$ cat src/rtl/arpc_pkg.sv
// shared types and constants for the arp responder with address cache
package arpc_pkg;

  localparam int IP_W  = 32;
  localparam int MAC_W = 48;
  localparam int OPC_W = 16;

  localparam int CACHE_ENTRIES_DEF = 16;

  // configuration port
  localparam int APB_AW = 4;
  localparam int APB_DW = 64;
  localparam logic REG_OWN_IP  = 1'b0;
  localparam logic REG_OWN_MAC = 1'b1;

  localparam logic CMD_PACKET  = 1'b0;
  localparam logic CMD_RESOLVE = 1'b1;

  localparam logic [OPC_W-1:0] OPC_REQUEST = 16'd1;
  localparam logic [OPC_W-1:0] OPC_REPLY   = 16'd2;

  typedef enum logic [1:0] {
    ACT_NONE  = 2'd0,
    ACT_REPLY = 2'd1,
    ACT_HIT   = 2'd2,
    ACT_BCAST = 2'd3
  } act_t;

  typedef enum logic [1:0] {
    ST_IDLE,
    ST_SCAN,
    ST_FINISH
  } st_t;

  typedef struct packed {
    logic             cmd;
    logic [OPC_W-1:0] arp_opcode;
    logic [MAC_W-1:0] src_mac;
    logic [IP_W-1:0]  src_ip;
    logic [IP_W-1:0]  tgt_ip;
  } item_t;

  typedef struct packed {
    act_t             action;
    logic [MAC_W-1:0] peer_mac;
    logic [IP_W-1:0]  peer_ip;
  } res_t;

  typedef struct packed {
    logic [IP_W-1:0]  ip;
    logic [MAC_W-1:0] mac;
  } entry_t;

  localparam int ENTRY_W = $bits(entry_t);

endpackage

$ cat src/rtl/arpc_in_if.sv
// input channel: received arp packet or resolve request
interface arpc_in_if;
  logic                       valid;
  logic                       ready;
  logic                       cmd;
  logic [arpc_pkg::OPC_W-1:0] arp_opcode;
  logic [arpc_pkg::MAC_W-1:0] src_mac;
  logic [arpc_pkg::IP_W-1:0]  src_ip;
  logic [arpc_pkg::IP_W-1:0]  tgt_ip;

  modport source (output valid, cmd, arp_opcode, src_mac, src_ip, tgt_ip,
                  input ready);
  modport sink (input valid, cmd, arp_opcode, src_mac, src_ip, tgt_ip,
                output ready);
endinterface

$ cat src/rtl/arpc_out_if.sv
// result channel: action with peer addresses
interface arpc_out_if;
  logic                       valid;
  logic                       ready;
  arpc_pkg::act_t             action;
  logic [arpc_pkg::MAC_W-1:0] peer_mac;
  logic [arpc_pkg::IP_W-1:0]  peer_ip;

  modport source (output valid, action, peer_mac, peer_ip, input ready);
  modport sink (input valid, action, peer_mac, peer_ip, output ready);
endinterface

$ cat src/rtl/arp_responder_with_cache.sv
// arp responder with address cache: top level with output register
// a packet that stores nothing goes to its result without a cache scan;
// a resolve or a stored reply scans the cache one slot per cycle through the ram read
// port; every result leaves through the output register
// one item at a time: a new item is taken only once the last result has left the sequencer
// reset: synchronous active low; valid bits, pending flag, state, output valid and config registers clear, no ram pass
module arp_responder_with_cache #(
  parameter int CACHE_ENTRIES = arpc_pkg::CACHE_ENTRIES_DEF
) (
  input  logic                        clk,
  input  logic                        rst_n,
  arpc_in_if.sink                     in_ch,
  arpc_out_if.source                  out_ch,
  input  logic                        cfg_psel,
  input  logic                        cfg_penable,
  input  logic                        cfg_pwrite,
  input  logic [arpc_pkg::APB_AW-1:0] cfg_paddr,
  input  logic [arpc_pkg::APB_DW-1:0] cfg_pwdata,
  output logic [arpc_pkg::APB_DW-1:0] cfg_prdata,
  output logic                        cfg_pready
);
  import arpc_pkg::*;

  localparam int IDX_W = (CACHE_ENTRIES > 1) ? $clog2(CACHE_ENTRIES) : 1;

  logic [IP_W-1:0]  own_ip;
  item_t            in_item;
  logic             ram_we;
  logic [IDX_W-1:0] ram_waddr;
  logic [IDX_W-1:0] ram_raddr;
  entry_t           ram_wdata;
  entry_t           ram_rdata;
  logic [ENTRY_W-1:0] ram_rdata_raw;
  logic             res_valid;
  logic             res_ready;
  res_t             res;

  // output register: a finished result waits here while the next beat comes in
  logic             out_valid_r, out_valid_nxt;
  res_t             out_res_r, out_res_nxt;

  assign in_item = '{cmd: in_ch.cmd, arp_opcode: in_ch.arp_opcode,
                     src_mac: in_ch.src_mac, src_ip: in_ch.src_ip,
                     tgt_ip: in_ch.tgt_ip};

  // own_ip / own_mac registers on the apb port
  arpc_cfg u_cfg (
    .clk     (clk),
    .rst_n   (rst_n),
    .psel    (cfg_psel),
    .penable (cfg_penable),
    .pwrite  (cfg_pwrite),
    .paddr   (cfg_paddr),
    .pwdata  (cfg_pwdata),
    .prdata  (cfg_prdata),
    .pready  (cfg_pready),
    .own_ip  (own_ip)
  );

  // cache entries: ip and mac side by side in one ram
  arpc_ram #(
    .WIDTH (ENTRY_W),
    .DEPTH (CACHE_ENTRIES)
  ) u_ram (
    .clk   (clk),
    .we    (ram_we),
    .waddr (ram_waddr),
    .wdata (ram_wdata),
    .raddr (ram_raddr),
    .rdata (ram_rdata_raw)
  );

  assign ram_rdata = entry_t'(ram_rdata_raw);

  // scan sequencer; first match in slot order wins, the fill write ends the scan
  arpc_ctrl #(
    .CACHE_ENTRIES (CACHE_ENTRIES)
  ) u_ctrl (
    .clk       (clk),
    .rst_n     (rst_n),
    .in_valid  (in_ch.valid),
    .in_ready  (in_ch.ready),
    .in_item   (in_item),
    .own_ip    (own_ip),
    .ram_we    (ram_we),
    .ram_waddr (ram_waddr),
    .ram_wdata (ram_wdata),
    .ram_raddr (ram_raddr),
    .ram_rdata (ram_rdata),
    .res_valid (res_valid),
    .res_ready (res_ready),
    .res       (res)
  );

  // the register takes a new result when empty or when its beat leaves this cycle
  assign res_ready = !out_valid_r || out_ch.ready;

  always_comb begin
    out_valid_nxt = out_valid_r;
    out_res_nxt   = out_res_r;
    if (out_valid_r && out_ch.ready) begin
      out_valid_nxt = 1'b0;
    end
    if (res_valid && res_ready) begin
      out_valid_nxt = 1'b1;
      out_res_nxt   = res;
    end
  end

  always_ff @(posedge clk) begin
    if (!rst_n) begin
      out_valid_r <= 1'b0;
    end else begin
      out_valid_r <= out_valid_nxt;
    end
  end

  always_ff @(posedge clk) begin
    out_res_r <= out_res_nxt;
  end

  assign out_ch.valid    = out_valid_r;
  assign out_ch.action   = out_res_r.action;
  assign out_ch.peer_mac = out_res_r.peer_mac;
  assign out_ch.peer_ip  = out_res_r.peer_ip;

endmodule

$ cat src/rtl/arpc_ram.sv
// generic single-write, single-read ram with registered read data
module arpc_ram #(
  parameter int WIDTH = 8,
  parameter int DEPTH = 16
) (
  input  logic                                 clk,
  input  logic                                 we,
  input  logic [((DEPTH > 1) ? $clog2(DEPTH) : 1)-1:0] waddr,
  input  logic [WIDTH-1:0]                     wdata,
  input  logic [((DEPTH > 1) ? $clog2(DEPTH) : 1)-1:0] raddr,
  output logic [WIDTH-1:0]                     rdata
);

  logic [WIDTH-1:0] mem [DEPTH];
  logic [WIDTH-1:0] rdata_r;

  always_ff @(posedge clk) begin
    if (we) begin
      mem[waddr] <= wdata;
    end
    rdata_r <= mem[raddr];
  end

  assign rdata = rdata_r;

endmodule

$ cat src/rtl/arpc_cfg.sv
// apb register block: own ip and own mac
module arpc_cfg (
  input  logic                          clk,
  input  logic                          rst_n,
  input  logic                          psel,
  input  logic                          penable,
  input  logic                          pwrite,
  input  logic [arpc_pkg::APB_AW-1:0]   paddr,
  input  logic [arpc_pkg::APB_DW-1:0]   pwdata,
  output logic [arpc_pkg::APB_DW-1:0]   prdata,
  output logic                          pready,
  output logic [arpc_pkg::IP_W-1:0]     own_ip
);
  import arpc_pkg::*;

  logic [IP_W-1:0]  own_ip_r;
  logic [MAC_W-1:0] own_mac_r;
  logic             wr_en;
  logic             reg_sel;

  // registers sit on an 8-byte stride
  assign reg_sel = paddr[3];
  assign wr_en   = psel && penable && pwrite;
  assign pready  = 1'b1;

  always_ff @(posedge clk) begin
    if (!rst_n) begin
      own_ip_r  <= '0;
      own_mac_r <= '0;
    end else if (wr_en) begin
      if (reg_sel == REG_OWN_MAC) begin
        own_mac_r <= pwdata[MAC_W-1:0];
      end else begin
        own_ip_r <= pwdata[IP_W-1:0];
      end
    end
  end

  always_comb begin
    if (reg_sel == REG_OWN_MAC) begin
      prdata = {{(APB_DW-MAC_W){1'b0}}, own_mac_r};
    end else begin
      prdata = {{(APB_DW-IP_W){1'b0}}, own_ip_r};
    end
  end

  assign own_ip = own_ip_r;

endmodule

$ cat src/rtl/arpc_ctrl.sv
// sequencer: cache scan, fill, pending flag and result build
module arpc_ctrl #(
  parameter int CACHE_ENTRIES = arpc_pkg::CACHE_ENTRIES_DEF
) (
  input  logic                        clk,
  input  logic                        rst_n,
  input  logic                        in_valid,
  output logic                        in_ready,
  input  arpc_pkg::item_t             in_item,
  input  logic [arpc_pkg::IP_W-1:0]   own_ip,
  output logic                        ram_we,
  output logic [((CACHE_ENTRIES > 1) ? $clog2(CACHE_ENTRIES) : 1)-1:0] ram_waddr,
  output arpc_pkg::entry_t            ram_wdata,
  output logic [((CACHE_ENTRIES > 1) ? $clog2(CACHE_ENTRIES) : 1)-1:0] ram_raddr,
  input  arpc_pkg::entry_t            ram_rdata,
  output logic                        res_valid,
  input  logic                        res_ready,
  output arpc_pkg::res_t              res
);
  import arpc_pkg::*;

  localparam int IDX_W = (CACHE_ENTRIES > 1) ? $clog2(CACHE_ENTRIES) : 1;
  localparam int CNT_W = $clog2(CACHE_ENTRIES + 1);
  localparam logic [CNT_W-1:0] LAST_CNT = CNT_W'(CACHE_ENTRIES);

  st_t                      state_r, state_nxt;
  item_t                    item_r, item_nxt;
  res_t                     res_r, res_nxt;
  logic [CNT_W-1:0]         issue_r, issue_nxt;
  logic                     chk_vld_r, chk_vld_nxt;
  logic [IDX_W-1:0]         chk_idx_r, chk_idx_nxt;
  logic                     vld_q_r, vld_q_nxt;
  logic [CACHE_ENTRIES-1:0] valid_r, valid_nxt;
  logic                     pending_r, pending_nxt;
  logic [IP_W-1:0]          e_ip;
  logic [MAC_W-1:0]         e_mac;

  // entries never written read as empty
  assign e_ip  = vld_q_r ? ram_rdata.ip  : '0;
  assign e_mac = vld_q_r ? ram_rdata.mac : '0;

  always_ff @(posedge clk) begin
    if (!rst_n) begin
      state_r   <= ST_IDLE;
      chk_vld_r <= 1'b0;
      valid_r   <= '0;
      pending_r <= 1'b0;
    end else begin
      state_r   <= state_nxt;
      chk_vld_r <= chk_vld_nxt;
      valid_r   <= valid_nxt;
      pending_r <= pending_nxt;
    end
  end

  always_ff @(posedge clk) begin
    item_r    <= item_nxt;
    res_r     <= res_nxt;
    issue_r   <= issue_nxt;
    chk_idx_r <= chk_idx_nxt;
    vld_q_r   <= vld_q_nxt;
  end

  always_comb begin
    state_nxt   = state_r;
    item_nxt    = item_r;
    res_nxt     = res_r;
    issue_nxt   = issue_r;
    chk_vld_nxt = chk_vld_r;
    chk_idx_nxt = chk_idx_r;
    vld_q_nxt   = vld_q_r;
    valid_nxt   = valid_r;
    pending_nxt = pending_r;
    in_ready    = 1'b0;
    res_valid   = 1'b0;
    ram_we      = 1'b0;
    ram_waddr   = chk_idx_r;
    ram_wdata   = '{ip: item_r.src_ip, mac: item_r.src_mac};
    ram_raddr   = issue_r[IDX_W-1:0];

    case (state_r)
      ST_IDLE: begin
        in_ready = 1'b1;
        if (in_valid) begin
          item_nxt    = in_item;
          issue_nxt   = '0;
          chk_vld_nxt = 1'b0;
          if (in_item.cmd == CMD_PACKET &&
              !(pending_r && in_item.arp_opcode == OPC_REPLY)) begin
            if (in_item.arp_opcode == OPC_REQUEST && in_item.tgt_ip == own_ip) begin
              res_nxt = '{action: ACT_REPLY, peer_mac: in_item.src_mac,
                          peer_ip: in_item.src_ip};
            end else begin
              res_nxt = '{action: ACT_NONE, peer_mac: '0, peer_ip: '0};
            end
            state_nxt = ST_FINISH;
          end else begin
            state_nxt = ST_SCAN;
          end
        end
      end

      ST_SCAN: begin
        // read issue runs one slot ahead of the compare
        if (issue_r != LAST_CNT) begin
          issue_nxt   = issue_r + 1'b1;
          chk_vld_nxt = 1'b1;
          chk_idx_nxt = issue_r[IDX_W-1:0];
          vld_q_nxt   = valid_r[issue_r[IDX_W-1:0]];
        end else begin
          chk_vld_nxt = 1'b0;
        end

        if (chk_vld_r) begin
          if (item_r.cmd == CMD_PACKET) begin
            if (e_ip == '0) begin
              ram_we                 = 1'b1;
              valid_nxt[chk_idx_r]   = 1'b1;
              pending_nxt            = 1'b0;
              res_nxt = '{action: ACT_NONE, peer_mac: '0, peer_ip: '0};
              chk_vld_nxt            = 1'b0;
              state_nxt              = ST_FINISH;
            end
          end else if (e_ip == item_r.tgt_ip) begin
            res_nxt = '{action: ACT_HIT, peer_mac: e_mac, peer_ip: item_r.tgt_ip};
            chk_vld_nxt = 1'b0;
            state_nxt   = ST_FINISH;
          end
        end else if (issue_r == LAST_CNT) begin
          // all slots checked without a match
          chk_vld_nxt = 1'b0;
          if (item_r.cmd == CMD_PACKET) begin
            pending_nxt = 1'b0;
            res_nxt = '{action: ACT_NONE, peer_mac: '0, peer_ip: '0};
          end else begin
            pending_nxt = 1'b1;
            res_nxt = '{action: ACT_BCAST, peer_mac: '0, peer_ip: item_r.tgt_ip};
          end
          state_nxt = ST_FINISH;
        end
      end

      ST_FINISH: begin
        res_valid = 1'b1;
        if (res_ready) begin
          state_nxt = ST_IDLE;
        end
      end

      default: begin
        state_nxt = ST_IDLE;
      end
    endcase
  end

  assign res = res_r;

endmodule
$ cat src/flat_wrapper.sv
// flat-port wrapper written by rule: the top's interface ports become plain ports
module arp_responder_with_cache_flat import arpc_pkg::*;
#(
  parameter int CACHE_ENTRIES = arpc_pkg::CACHE_ENTRIES_DEF
)
  (clk, rst_n, cfg_psel, cfg_penable, cfg_pwrite, cfg_paddr, cfg_pwdata, cfg_prdata, cfg_pready, in_ch_valid, in_ch_cmd, in_ch_arp_opcode, in_ch_src_mac, in_ch_src_ip, in_ch_tgt_ip, in_ch_ready, out_ch_valid, out_ch_action, out_ch_peer_mac, out_ch_peer_ip, out_ch_ready);
  arpc_in_if in_ch_i ();
  arpc_out_if out_ch_i ();
  input  logic clk;
  input  logic rst_n;
  input  logic cfg_psel;
  input  logic cfg_penable;
  input  logic cfg_pwrite;
  input  logic [arpc_pkg::APB_AW-1:0] cfg_paddr;
  input  logic [arpc_pkg::APB_DW-1:0] cfg_pwdata;
  output logic [arpc_pkg::APB_DW-1:0] cfg_prdata;
  output logic cfg_pready;
  input wire logic [$bits(in_ch_i.valid)-1:0] in_ch_valid;
  input wire logic [$bits(in_ch_i.cmd)-1:0] in_ch_cmd;
  input wire logic [$bits(in_ch_i.arp_opcode)-1:0] in_ch_arp_opcode;
  input wire logic [$bits(in_ch_i.src_mac)-1:0] in_ch_src_mac;
  input wire logic [$bits(in_ch_i.src_ip)-1:0] in_ch_src_ip;
  input wire logic [$bits(in_ch_i.tgt_ip)-1:0] in_ch_tgt_ip;
  output wire logic [$bits(in_ch_i.ready)-1:0] in_ch_ready;
  output wire logic [$bits(out_ch_i.valid)-1:0] out_ch_valid;
  output wire logic [$bits(out_ch_i.action)-1:0] out_ch_action;
  output wire logic [$bits(out_ch_i.peer_mac)-1:0] out_ch_peer_mac;
  output wire logic [$bits(out_ch_i.peer_ip)-1:0] out_ch_peer_ip;
  input wire logic [$bits(out_ch_i.ready)-1:0] out_ch_ready;
  assign in_ch_i.valid = in_ch_valid;
  assign in_ch_i.cmd = in_ch_cmd;
  assign in_ch_i.arp_opcode = in_ch_arp_opcode;
  assign in_ch_i.src_mac = in_ch_src_mac;
  assign in_ch_i.src_ip = in_ch_src_ip;
  assign in_ch_i.tgt_ip = in_ch_tgt_ip;
  assign in_ch_ready = in_ch_i.ready;
  assign out_ch_valid = out_ch_i.valid;
  assign out_ch_action = out_ch_i.action;
  assign out_ch_peer_mac = out_ch_i.peer_mac;
  assign out_ch_peer_ip = out_ch_i.peer_ip;
  assign out_ch_i.ready = out_ch_ready;
  arp_responder_with_cache #(.CACHE_ENTRIES(CACHE_ENTRIES)) u_core (.clk(clk), .rst_n(rst_n), .in_ch(in_ch_i), .out_ch(out_ch_i), .cfg_psel(cfg_psel), .cfg_penable(cfg_penable), .cfg_pwrite(cfg_pwrite), .cfg_paddr(cfg_paddr), .cfg_pwdata(cfg_pwdata), .cfg_prdata(cfg_prdata), .cfg_pready(cfg_pready));
endmodule
$ cat config.mk
export PLATFORM = sky130hd
export DESIGN_NAME = arp_responder_with_cache_flat
export DESIGN_NICKNAME = d
export VERILOG_FILES = /design/src/rtl/arpc_pkg.sv /design/src/rtl/arpc_in_if.sv /design/src/rtl/arpc_out_if.sv /design/src/rtl/arp_responder_with_cache.sv /design/src/rtl/arpc_ram.sv /design/src/rtl/arpc_cfg.sv /design/src/rtl/arpc_ctrl.sv /design/src/flat_wrapper.sv
export SDC_FILE = /design/constraint.sdc
export NUM_CORES = 2
export LEC_CHECK = 0
export BUFFER_PORTS_ARGS = -buffer_cell sky130_fd_sc_hd__buf_2
export CORE_MARGIN = 2
export CORE_UTILIZATION = 45
export DETAILED_ROUTE_END_ITERATION = 7
export PLACE_DENSITY_LB_ADDON = 0.25
export RECOVER_POWER = 100
export SLEW_MARGIN = 40
export SYNTH_ARGS = -nofsm -noshare
export SYNTH_HDL_FRONTEND = slang
export SYNTH_HIERARCHICAL = 1
export SYNTH_SLANG_ARGS = --single-unit
$ cat constraint.sdc
create_clock -name clk -period 12.2 [get_ports clk]
set_input_delay 1.22 -clock clk [delete_from_list [all_inputs] [get_ports clk]]
set_output_delay 1.22 -clock clk [all_outputs]
set_load 0.005 [all_outputs]
==> flow_summary_export.csv <==
group,metric,value,unit
floorplanning,die-area,148000,sq um
clock_network,clockBufferDepth,3,
setup_path,reg2reg_from,"u_core/u_ram/rdata[52]$_DFF_P_",
status,status,"finished, violations left",
drt,route.detailed.drc,0,
setup_path,endpoint_kind,"flip-flop",
grt,overflow,0,
synth,synth_cells,3203,
floorplanning,die_h,385,microns
final_layout,seqCellArea,50700,sq um
clock_network,htree_levels,4,
timing,max_freq,130,MHz
setup_path,crit_type,"flip-flop to flip-flop",
hold_path,hold_depth,0,
setup_path,cp_data_arrival_time,8010,ps
drt,post_drt_wl_per_cell,26.9,microns
grt,antenna_found_initial,8,
synth,synth_cell_types,60,
status,violations,"capacitance limit, slew limit",
setup_path,worstSetupStartpoint,"u_core/u_ram/rdata[52]$_DFF_P_",
clock_network,clkTransAtPathRegs,60,ps
final_layout,fillers,11454,
run,maxCapViolCount,43,
final_layout,syn_to_final_growth,12.7,%
clock_network,cts_root_buffer,"clkbuf_16",
clock_network,holdBufCountCts,0,
setup_path,cp_slowest_cell,"clkbuf_1",
drt,ant_nets,0,
synth,synth_edf_count,1567,
clock_network,post_cts_buffers,0,
setup_path,cpPeakStageDelay,2480,ps
drt,drt_wl_total,150,mm
setup_path,rr_endpoint,"u_core/u_ram/mem[1][37]$_DFFE_PP_",
floorplanning,core_area,144000,sq um
timing,clock_skew,29.0,ps
synth,yosys.area.top_type,"edfxtp_1",
placement,place.gp.congestion,0.782,
timing,min_period,7690,ps
timing,hold_violations,0,
final_layout,layout.nets,3718,
hold_path,hp-class,"flip-flop to flip-flop",
placement,numPortBuffers,316,
setup_path,crit_buf_inv,2,
synth,synthFlopType,"edfxtp_1",
timing,maxSlewHeadroom,-230,%
clock_network,cts_buffers,173,
final_layout,layout-drive-gt1-share,21.0,%
clock_network,cts_tree,"yes",
grt,grt_pass1_wl,215,mm
setup_path,crit_family,"simple AND/OR/NAND/NOR gates",
setup_path,critical_path_peak_fanout,40,
setup_path,critPathLaunchType,"flip-flop",
hold_path,worst_hold_path.endpoint,"u_core/out_ch.peer_ip[19]$_DFFE_PP_",
setup_path,r2r_slack,4510,ps
power_and_ir_drop,p_per_area,176,nW/um^2
synth,yosysSeqAreaShare,77.5,%
timing,post-route-period-util,63.1,%
drt,firstDrtPassIters,7,
clock_network,clk_latency,800,ps
final_layout,multiInputGateArea,13200,sq um
power_and_ir_drop,leakage,0.0238,uW
synth,synth_area_leaders,"edfxtp_1 (72%), mux4_2 (11%), dfxtp_1 (5.5%)",
timing,maxSlewViolCount,1633,
clock_network,cts_sinks,1748,
synth,synth_warnings,6,
synth,avgSynthCellArea,20.4,sq um
timing,timing.final.ws_setup,4510,ps
timing,fin_setup_tns,0,ps
placement,dp_slack,7320,ps
setup_path,r2r_cells,9,
drt,via_per_inst,5.67,
floorplanning,die_w,385,microns
clock_network,cts_resized,0,
synth,ys_async_sr_fraction,0,%
drt,route.vias.total,31576,
grt,grt_pass1_vias,31523,
setup_path,cp.required,12510,ps
synth,syn-cell-area,65400,sq um
setup_path,path_cells,"or4_1 > or3_1 > o31ai_1 > nand2_1 > or3_1 > inv_1 > or3b_1 > nor2_1 > clkbuf_1",
floorplanning,rows,139,
power_and_ir_drop,ir_worst_vdd,0.182,mV
synth,synth_seq_cells,1748,
timing,grt_setup_unrepaired,"no",
grt,grt_max_degree,119,
timing,finalSetupViolations,0,
grt,grt.total_usage,20.1,%
timing,worstMarginPinSlew,4920,ps
floorplanning,start_util,45.4,%
drt,drt_iter0_drc,3067,
hold_path,min-delay-start,"u_core/u_ctrl/res[19]$_DFFE_PP_",
floorplanning,ioPinCount,353,
setup_path,cpMostUsedCell,"or3_1",
placement,dp_hpwl,80.6,mm
synth,yosysTopAreaCellShare,72.0,%
-- where the power goes --
part | internal, uW | switching, uW
logic | 421 | 527
clock network | 2940 | 2210
registers | 6720 | 167
-- cell type report --
cell class	count	share of cell area [%]
clock buffer	249	6.53
inverter	18	0.0934
timing repair buffer	381	2.49
tap	1903	3.23
multi-input combinational	1190	17.9
sequential	1748	68.8
antenna	5	0.0170
clock inverter	75	0.950
-- layout by cell type (no fill, tap or decap), drive strengths merged, types with 14 or more instances in the layout --
cell       n
edfxtp  1567
mux2      32
o31ai     14
and2      20
a22oi    164
nor2      28
nand2    233
dfxtp    181
xor2      37
nor4      23
a22o      80
clkinv    56
conb      17
clkbuf   472
buf      158
mux4     325
mux2i     80
inv       24
-- flip-flops by register name, indices dropped and copies added, names as in the netlist, 16 cells and up --
name / count
u_core/u_ram/mem: 1280
u_core/u_ctrl/res: 82
u_core/u_ctrl/ram_wdata: 80
u_core/u_ram/rdata: 80
u_core/out_ch.peer_mac: 48
u_core/u_cfg/own_mac_r: 48
u_core/u_ctrl/item_r: 33
u_core/out_ch.peer_ip: 32
u_core/u_cfg/own_ip: 32
u_core/u_ctrl/valid_r: 16
-- logic make-up after synthesis --
family,synth area share [%]
AOI/OAI and AO/OA,3.64
xor gates and xnor gates,0.590
adders and majority gates,0.0383
buffers and inverters,2.48
DFF,77.5
muxes,13.0
other,0.0115
and+or+nand+nor,2.73
-- worst register-to-register path, delay by kind of cell, from the launching register on --
family          cells  cell delay, ps
compound gates      1             540
simple gates        6            3580
flops               1             390
buf+inv             2            2700
-- through the flow --
stage          total power [uW]  instance area [sq um]  hold WS [ps]  std cells  util, %
2_1_floorplan              7640                  65400           400       3218        -
3_3_place_gp               7960                  68500           401       5234     47.6
3_5_place_dp               7970                  68700           405       5240     47.8
4_1_cts                   13100                  74200           403       5564     51.6
5_1_grt                   13400                  73600           413       5568     51.2
6_report                  13000                  73600           403       5569     51.2
-- worst max path at each step --
stage                                               to  depth (start not counted)  slack [ps]
floorplan             u_core/u_ram/mem[0][0]$_DFFE_PP_                          9        3680
global placement    u_core/u_ram/mem[13][24]$_DFFE_PP_                         10        6780
detailed placement  u_core/u_ram/mem[14][22]$_DFFE_PP_                         10        7320
CTS                 u_core/u_ram/mem[14][33]$_DFFE_PP_                         10        7290
global route         u_core/u_ram/mem[1][37]$_DFFE_PP_                          9        4130
finish               u_core/u_ram/mem[1][37]$_DFFE_PP_                          9        4510
-- Yosys cell counts, types with 3 or more instances --
| library cell | n |
|---|---|
| edfxtp_1 | 1567 |
| mux4_2 | 325 |
| nand2_1 | 233 |
| dfxtp_1 | 181 |
| a22oi_1 | 164 |
| buf_4 | 112 |
| a22o_1 | 80 |
| mux2i_1 | 80 |
| clkbuf_1 | 77 |
| buf_2 | 39 |
| xor2_1 | 37 |
| mux2_2 | 28 |
| nor2_1 | 28 |
| nor4_1 | 23 |
| buf_1 | 21 |
| and2_1 | 19 |
| inv_1 | 18 |
| buf_6 | 13 |
| nor2b_1 | 13 |
| nor3_1 | 13 |
| o31ai_1 | 13 |
| nand3_1 | 11 |
| o22ai_1 | 11 |
| o21ai_0 | 8 |
| nand2b_1 | 7 |
| xnor2_1 | 7 |
| nand4_1 | 6 |
| nand4b_1 | 5 |
| mux2_1 | 4 |
| nand3b_1 | 4 |
| o21a_1 | 4 |
| o21ai_2 | 4 |
| or2_2 | 4 |
| a2111oi_0 | 3 |
| a21oi_1 | 3 |
| a31o_2 | 3 |
| nor4bb_1 | 3 |
| or4_1 | 3 |
-- per-layer routing --
metal	GRT usage (%)	up-vias	part of all wire [%]
met5	0	-	0
met4	5.92	0	2.5
met3	3.44	226	5.6
met2	32.8	978	50
met1	27.8	16824	42
li1	-	13548	-
Power figures use the tool's default switching activity.
